`config.mk`:
```
export PLATFORM = sky130hd
export DESIGN_NAME = march_memory_test_sequencer_core
export DESIGN_NICKNAME = d
export VERILOG_FILES = /design/src/sv/mmts_pkg.sv /design/src/sv/march_memory_test_sequencer_core.sv
export SDC_FILE = /design/constraint.sdc
export NUM_CORES = 1
export LEC_CHECK = 0
export BUFFER_PORTS_ARGS = -buffer_cell sky130_fd_sc_hd__buf_2
export CAP_MARGIN = 20
export CELL_PAD_IN_SITES_DETAIL_PLACEMENT = 0
export CELL_PAD_IN_SITES_GLOBAL_PLACEMENT = 2
export CORE_MARGIN = 8
export CORE_UTILIZATION = 35
export CTS_BUF_LIST = sky130_fd_sc_hd__clkbuf_2
export CTS_CLUSTER_SIZE = 12
export DETAILED_ROUTE_END_ITERATION = 6
export PLACE_DENSITY_LB_ADDON = 0.1
export RECOVER_POWER = 100
export SLEW_MARGIN = 25
export SYNTH_ARGS = -nofsm -noshare
export SYNTH_HDL_FRONTEND = slang
export SYNTH_SLANG_ARGS = --single-unit
```
`constraint.sdc`:
```
create_clock -name clk -period 12.9 [get_ports clk]
set_input_delay 1.935 -clock clk [delete_from_list [all_inputs] [get_ports clk]]
set_output_delay 1.935 -clock clk [all_outputs]
set_load 0.05 [all_outputs]
```
`src/sv/mmts_pkg.sv`:
```
// ----------------------------------------------------------------------------
// mmts_pkg
// Types, element tables and field layout for the march memory test sequencer.
// ----------------------------------------------------------------------------
package mmts_pkg;

  localparam int ADDR_W = 15;
  localparam int ERR_W  = 15;
  localparam int ELEM_W = 4;
  localparam int ELEMS  = 16;

  localparam logic [ERR_W-1:0]  ERR_MAX   = '1;
  localparam logic [ELEM_W-1:0] LAST_ELEM = 4'd15;
  localparam logic [15:0]       CAP_RESET = 16'h8000;

  typedef enum logic {
    OP_START = 1'b0,
    OP_STEP  = 1'b1
  } op_t;

  // one bit per element, bit i for element i
  localparam logic [ELEMS-1:0] ELEM_DOWN   = 16'hAA8E;
  localparam logic [ELEMS-1:0] ELEM_READS  = 16'hFFFC;
  localparam logic [ELEMS-1:0] ELEM_WRITES = 16'h7FFF;

  typedef logic [7:0] bg_table_t [ELEMS];

  localparam bg_table_t ELEM_EXPECT = '{
    8'h00, 8'h00, 8'h00, 8'hff, 8'h00, 8'hff, 8'h00, 8'h55,
    8'haa, 8'h55, 8'h33, 8'hcc, 8'h33, 8'h0f, 8'hf0, 8'h0f
  };

  localparam bg_table_t ELEM_WDATA = '{
    8'h00, 8'h00, 8'hff, 8'h00, 8'hff, 8'h00, 8'h55, 8'haa,
    8'h55, 8'h33, 8'hcc, 8'h33, 8'h0f, 8'hf0, 8'h0f, 8'h00
  };

  // result payload, lowest field last
  typedef struct packed {
    logic [6:0]        pad;
    logic              test_done;
    logic [ERR_W-1:0]  error_count;
    logic [ADDR_W-1:0] next_address;
    logic              mismatch;
    logic              read_checked;
    logic [7:0]        write_data;
    logic              write_en;
    logic [ADDR_W-1:0] address;
  } result_t;

endpackage

```
`src/sv/march_memory_test_sequencer_core.sv`:
```
// ----------------------------------------------------------------------------
// march_memory_test_sequencer_core
// Byte-wide march test sequencer: one memory access per step transaction.
// ----------------------------------------------------------------------------
// a result passes two registers on its way out, the input register and then the
// result register, and is held there while the output is stalled
// throughput: one transaction per cycle while the output is not stalled
// reset: rst clears the sequencer to idle and capacity_bytes to 32768;
// no clearing pass, the block accepts input right after reset
module march_memory_test_sequencer_core #(
  parameter int MEM_BYTES   = 32768,
  parameter int BLOCK_BYTES = 2048
) (
  input  logic        clk,
  input  logic        rst,
  input  logic        cfg_wr_en,
  input  logic [15:0] cfg_wr_data,    // capacity_bytes
  input  logic        s_tvalid,
  output logic        s_tready,
  input  logic [7:0]  s_tdata,        // read_data
  input  logic        s_tuser,        // op
  output logic        m_tvalid,
  input  logic        m_tready,
  output logic [63:0] m_tdata,        // address, write_en, write_data, read_checked,
                                      // mismatch, next_address, error_count,
                                      // test_done, zero fill
  output logic        m_tlast         // block_done
);

  localparam int BASE_W = $clog2(MEM_BYTES);
  localparam int OFF_W  = $clog2(BLOCK_BYTES);
  localparam int BS_W   = OFF_W + 1;
  localparam int CAP_W  = 17;
  localparam int W      = 18;

  localparam logic [CAP_W-1:0] MEM_CAP = CAP_W'(MEM_BYTES);
  localparam logic [CAP_W-1:0] BLK_CAP = CAP_W'(BLOCK_BYTES);

  logic [15:0] capacity_bytes;

  logic                       running, running_next;
  logic [mmts_pkg::ELEM_W-1:0] element_index, element_index_next;
  logic [OFF_W-1:0]           offset_in_block, offset_in_block_next;
  logic [BASE_W-1:0]          block_base, block_base_next;
  logic [mmts_pkg::ERR_W-1:0]  block_errors, block_errors_next;

  logic       in_valid;
  logic       in_op;
  logic [7:0] in_read_data;

  logic                out_valid;
  mmts_pkg::result_t   out_result;
  logic                out_block_done;

  mmts_pkg::result_t   res;
  logic                res_block_done;

  logic               advance;
  logic               fire;
  logic [CAP_W-1:0]   eff_cap;
  logic [BS_W-1:0]    bs;
  logic               reads;
  logic               mism;

  function automatic logic [mmts_pkg::ADDR_W-1:0] addr_of(
    input logic [BASE_W-1:0] base,
    input logic              down,
    input logic [OFF_W-1:0]  off,
    input logic [BS_W-1:0]   size
  );
    logic [W-1:0] sum;
    if (down) begin
      sum = W'(base) + W'(size) - W'(1) - W'(off);
    end else begin
      sum = W'(base) + W'(off);
    end
    return sum[mmts_pkg::ADDR_W-1:0];
  endfunction

  assign advance  = !out_valid || m_tready;
  assign fire     = in_valid && advance;
  assign s_tready = !in_valid || advance;

  assign m_tvalid = out_valid;
  assign m_tdata  = out_result;
  assign m_tlast  = out_block_done;

  // capacity clamp and block size
  always_comb begin
    if (capacity_bytes == '0) begin
      eff_cap = CAP_W'(1);
    end else if ({1'b0, capacity_bytes} > MEM_CAP) begin
      eff_cap = MEM_CAP;
    end else begin
      eff_cap = {1'b0, capacity_bytes};
    end
    if (eff_cap > BLK_CAP) begin
      bs = BS_W'(BLOCK_BYTES);
    end else begin
      bs = eff_cap[BS_W-1:0];
    end
  end

  always_comb begin
    running_next         = running;
    element_index_next   = element_index;
    offset_in_block_next = offset_in_block;
    block_base_next      = block_base;
    block_errors_next    = block_errors;
    res                  = '0;
    res_block_done       = 1'b0;
    reads                = mmts_pkg::ELEM_READS[element_index];
    mism                 = reads && (in_read_data != mmts_pkg::ELEM_EXPECT[element_index]);

    if (in_op == mmts_pkg::OP_START) begin
      running_next         = 1'b1;
      element_index_next   = '0;
      offset_in_block_next = '0;
      block_base_next      = '0;
      block_errors_next    = '0;
    end else if (running) begin
      if (mism && block_errors != mmts_pkg::ERR_MAX) begin
        block_errors_next = block_errors + 1'b1;
      end
      res.address      = addr_of(block_base, mmts_pkg::ELEM_DOWN[element_index],
                                 offset_in_block, bs);
      res.write_en     = mmts_pkg::ELEM_WRITES[element_index];
      res.write_data   = mmts_pkg::ELEM_WRITES[element_index] ?
                         mmts_pkg::ELEM_WDATA[element_index] : 8'h00;
      res.read_checked = reads;
      res.mismatch     = mism;
      res.error_count  = block_errors_next;

      if (BS_W'(offset_in_block) + BS_W'(1) < bs) begin
        offset_in_block_next = offset_in_block + 1'b1;
      end else begin
        offset_in_block_next = '0;
        if (element_index != mmts_pkg::LAST_ELEM) begin
          element_index_next = element_index + 1'b1;
        end else begin
          res_block_done     = 1'b1;
          element_index_next = '0;
          block_errors_next  = '0;
          if (W'(block_base) + W'(bs) >= W'(eff_cap)) begin
            res.test_done = 1'b1;
            running_next  = 1'b0;
          end else begin
            block_base_next = BASE_W'(W'(block_base) + W'(bs));
          end
        end
      end
      if (running_next) begin
        res.next_address = addr_of(block_base_next,
                                   mmts_pkg::ELEM_DOWN[element_index_next],
                                   offset_in_block_next, bs);
      end
    end
  end

  always_ff @(posedge clk) begin
    if (rst) begin
      capacity_bytes  <= mmts_pkg::CAP_RESET;
      running         <= 1'b0;
      element_index   <= '0;
      offset_in_block <= '0;
      block_base      <= '0;
      block_errors    <= '0;
      in_valid        <= 1'b0;
      out_valid       <= 1'b0;
    end else begin
      if (cfg_wr_en) begin
        capacity_bytes <= cfg_wr_data;
      end
      if (s_tready) begin
        in_valid <= s_tvalid;
      end
      if (advance) begin
        out_valid <= in_valid;
      end
      if (fire) begin
        running         <= running_next;
        element_index   <= element_index_next;
        offset_in_block <= offset_in_block_next;
        block_base      <= block_base_next;
        block_errors    <= block_errors_next;
      end
    end
  end

  // payload registers
  always_ff @(posedge clk) begin
    if (s_tvalid && s_tready) begin
      in_op        <= s_tuser;
      in_read_data <= s_tdata;
    end
    if (fire) begin
      out_result     <= res;
      out_block_done <= res_block_done;
    end
  end

endmodule

```
==> flow_metrics.tcl <==
set metrics [dict create \
    outcome "finished, violations left" \
    failing_checks "capacitance limit, slew limit" \
    postSynthRegisterBits 134 \
    cts.hold.buffers_added 0 \
    clkSlewWorstSetupHoldPaths_ns 0.26 \
    via_per_inst 5.209 \
    grt_antenna_before_repair 2 \
    fillers 3104 \
    synth_compound_gate_area_share_pct 17.15 \
    gp_weighted_congestion 0.8612 \
    drcViolationCount 0 \
    post_synth_instance_area_um2 10280 \
    finish.instance_area_um2 11230 \
    initial_util_pct 35.63 \
    core-area_um2 28860 \
    critical_path_arrival_ns 11.56 \
    placement_rows 62 \
    synth_adder_area_share_pct 14.31 \
    instances_no_fill 1646 \
    timing.slew.headroom_pct -141.1 \
    synthXorXnorAreaFrac_pct 7.617 \
    synth-simple-area-share_pct 18.62 \
    worstHoldEndpoint "block_errors[14]" \
    layout-drive-gt1-share_pct 7.375 \
    timing.hold.worst.start "block_errors[14]" \
    final.setup.tns_ns 0 \
    yosys_warnings 0 \
    ys_types 73 \
    final_nets 1385 \
    cts_tree "yes" \
    drt_pre_antenna_iters 5 \
    min-delay-path-class "flip-flop to flip-flop" \
    gr-usage-all-layers_pct 17.46 \
    register_area_um2 3353 \
    synthesis.instances 1171 \
    ys_async_sr_fraction_pct 0 \
    postCtsSetupRepairBufs 0 \
    io_port_bufs 89 \
    crit_path_start_kind "flip-flop" \
    timing.fmax_mhz 91.11 \
    dominantRegCellSynth "sky130_fd_sc_hd__edfxtp_1" \
    grt_setup_unrepaired "no" \
    place_worst_setup_slack_ns 3.173 \
    synth_top_cells_by_area "sky130_fd_sc_hd__edfxtp_1 20%, sky130_fd_sc_hd__dfxtp_1 13%, sky130_fd_sc_hd__ha_1 11%" \
    cts_root_buf "sky130_fd_sc_hd__clkbuf_2" \
    synth_largest_type_area_fraction_pct 19.57 \
    tightestPinTransition_ns 3.616 \
    grt_pass1_vias 8538 \
    critical_path.max_stage_delay_ns 0.93 \
    r2r.worst_path.cells 30 \
    cts_made_buffers 17 \
    insertion_delay_ns 0.75 \
    synth_edf_count 67 \
    required_ns 13.49 \
    post-place-cells 1612 \
    multiInputGateArea_um2 6409 \
    synth_top_family_by_area "simple AND/OR/NAND/NOR gates" \
    grt_max_degree 66 \
    cts_repair_resize_count 0 \
    layout_min_cycle_time_ns 10.98 \
    via_count 8574 \
    final_hold_vio_count 0 \
    yosysTopAreaCell "sky130_fd_sc_hd__edfxtp_1" \
    clock_tree.htree_level_count 4 \
    critical_path.endpoint_type "flip-flop" \
    place_area_um2 11110 \
    final_number_of_setup_violating_endpoints 0 \
    number_of_violations_of_the_max_capacitance_limit 4 \
    power_per_cell_area_nw_per_um2 79.43 \
    r2r_slack_ns 1.92 \
    final_antenna_net_count 0 \
    crit_path_max_fanout 8 \
    grt_residual_overflow 0 \
    worst_hold_path_depth 2 \
    crit-reg2reg-capture "m_tdata[39]" \
    die_height_um 187.4 \
    leakage_nw 4.469 \
    commonest_cells_post_synth "161 x sky130_fd_sc_hd__nor2_1, 92 x sky130_fd_sc_hd__ha_1, 91 x sky130_fd_sc_hd__nand2_1" \
    avgRoutedWirePerCell_um 18.83 \
    die_area_um2 35120 \
    cts_sinks 134 \
    wirelength_mm 31.00 \
    post_synth_mux_area_share_pct 4.867 \
    area.growth.synth_to_final_pct 9.224 \
    die_width_um 187.4 \
    peakVddDrop_mv 0.04909 \
    hpwlAfterDp_mm 23.90 \
    first_iter_violations 421 \
    post-synth-top-count-cell "sky130_fd_sc_hd__nor2_1" \
    postSynthAreaPerCell_um2 8.781 \
    timing.clock.skew_ns 0.04025 \
    yosysSeqAreaShare_pct 32.61 \
    critical_setup_path_kind "flip-flop to flip-flop" \
    floorplan.io_pins 97 \
    max-clock-path-buffers 2 \
    final-max-slew-violation-count 150 \
    first_pass_grt_wire_length_mm 48.60 \
    crit_slowest_cell "sky130_fd_sc_hd__a2111oi_0" \
    fraction_of_the_cycle_the_final_worst_path_needs_pct 85.08 \
    worst_slack_ns 1.924 \
    crit-reg2reg-launch "capacity_bytes[5]" \
]
## layer usage
| layer | vias to the layer above | GRT usage (%) | wire [um] |
|---|---|---|---|
| met1 | 4043 | 20.35 | 13480 |
| met4 | 2 | 4.939 | 698 |
| li1 | 4329 | - | - |
| met2 | 165 | 32.18 | 15730 |
| met3 | 35 | 3.076 | 1071 |
| met5 | - | 0 | 13 |
## placed cells by master (no fill, tap or decap), types with 6 or more instances in the layout
master / synthesis / routed
sky130_fd_sc_hd__nor2_1: 161 / 162
sky130_fd_sc_hd__ha_1: 92 / 92
sky130_fd_sc_hd__nand2_1: 91 / 91
sky130_fd_sc_hd__a21oi_1: 80 / 80
sky130_fd_sc_hd__inv_1: 74 / 73
sky130_fd_sc_hd__dfxtp_1: 67 / 67
sky130_fd_sc_hd__edfxtp_1: 67 / 67
sky130_fd_sc_hd__clkbuf_1: 31 / 65
sky130_fd_sc_hd__xnor2_1: 57 / 57
sky130_fd_sc_hd__o21ai_0: 45 / 46
sky130_fd_sc_hd__nor3_1: 34 / 34
sky130_fd_sc_hd__mux2i_1: 32 / 32
sky130_fd_sc_hd__buf_2: 4 / 29
sky130_fd_sc_hd__xor2_1: 28 / 28
sky130_fd_sc_hd__a21o_1: 26 / 26
sky130_fd_sc_hd__a22oi_1: 26 / 26
sky130_fd_sc_hd__nand3_1: 24 / 25
sky130_fd_sc_hd__clkbuf_2: 0 / 17
sky130_fd_sc_hd__and3_1: 16 / 16
sky130_fd_sc_hd__fa_1: 15 / 15
sky130_fd_sc_hd__a211oi_1: 13 / 13
sky130_fd_sc_hd__and2_1: 17 / 12
sky130_fd_sc_hd__a31oi_1: 9 / 9
sky130_fd_sc_hd__or3_1: 9 / 9
sky130_fd_sc_hd__o21a_1: 9 / 9
sky130_fd_sc_hd__o21bai_1: 9 / 9
sky130_fd_sc_hd__nor2b_1: 8 / 8
sky130_fd_sc_hd__nand2b_1: 8 / 8
sky130_fd_sc_hd__nand4_1: 7 / 7
sky130_fd_sc_hd__o211ai_1: 7 / 7
sky130_fd_sc_hd__a211o_1: 7 / 7
sky130_fd_sc_hd__conb_1: 1 / 7
sky130_fd_sc_hd__o41ai_1: 5 / 6
sky130_fd_sc_hd__inv_8: 0 / 6
sky130_fd_sc_hd__buf_4: 7 / 6
## state kept, by name (all words and copies together), names as in the netlist, 4 cells and up, named ones only
register / flops
capacity_bytes: 16
offset_in_block: 11
in_read_data: 8
block_base: 15
block_errors: 15
element_index: 4
m_tdata: 57
## metrics by stage
step	hold slack [ns]	utilization [%]	power, W
after global placement	0.4719	38.48	0.0006034
after global routing	0.5765	38.92	0.0009316
after detailed placement	0.4795	38.48	0.0006025
after floorplan	0.4572	-	0.0005682
final	0.5050	38.92	0.0008921
after CTS	0.5063	39.42	0.0009115
## kinds of logic (layout without fill, tap and decap cells)
family / Yosys count / in the layout
fa+ha+maj: 109 / 109
simple gates: 406 / 406
buf+inv: 123 / 207
flops: 134 / 134
xor+xnor: 87 / 87
mux: 45 / 45
other cells: 1 / 8
compound gates: 266 / 266
## worst max-delay path by stage
stage / startpoint / to / slack, ns
6_report: capacity_bytes[5] / m_tdata[39] / 1.92
5_1_grt: capacity_bytes[5] / m_tdata[40] / 1.19
4_1_cts: capacity_bytes[1] / m_tdata[39] / 3.07
3_5_place_dp: capacity_bytes[1] / m_tdata[39] / 3.17
3_3_place_gp: capacity_bytes[1] / m_tdata[39] / 3.29
2_1_floorplan: capacity_bytes[5] / m_tdata[39] / 4.48
## worst max-delay path, delay by kind of cell (launching register included)
| kind | cells | cell delay [ns] |
|---|---|---|
| AO/OA/AOI/OAI | 16 | 5.68 |
| AND/OR/NAND/NOR | 6 | 2.33 |
| adder cells (fa/ha/maj) | 5 | 1.82 |
| flip-flops | 1 | 0.40 |
| XOR/XNOR | 2 | 0.39 |
| buffers and inverters | 1 | 0.19 |
## power breakdown
| part | internal [W] | total, W | switching, W |
|---|---|---|---|
| Clock | 0.0000992 | 0.000302 | 0.000203 |
| Sequential | 0.000460 | 0.000467 | 0.00000727 |
| Combinational | 0.0000344 | 0.000123 | 0.0000885 |
| Total | 0.000594 | 0.000892 | 0.000299 |
## layout make-up
type | instances | area share (%)
clock inverters | 15 | 1.649
well taps | 384 | 4.278
diodes | 1 | 0.02228
flip-flops and latches | 134 | 29.86
repair buffers | 100 | 3.866
clock buffers | 17 | 0.7576
inverters | 75 | 2.507
multi-input cells | 920 | 57.06
(Power assumes the default switching activity.)
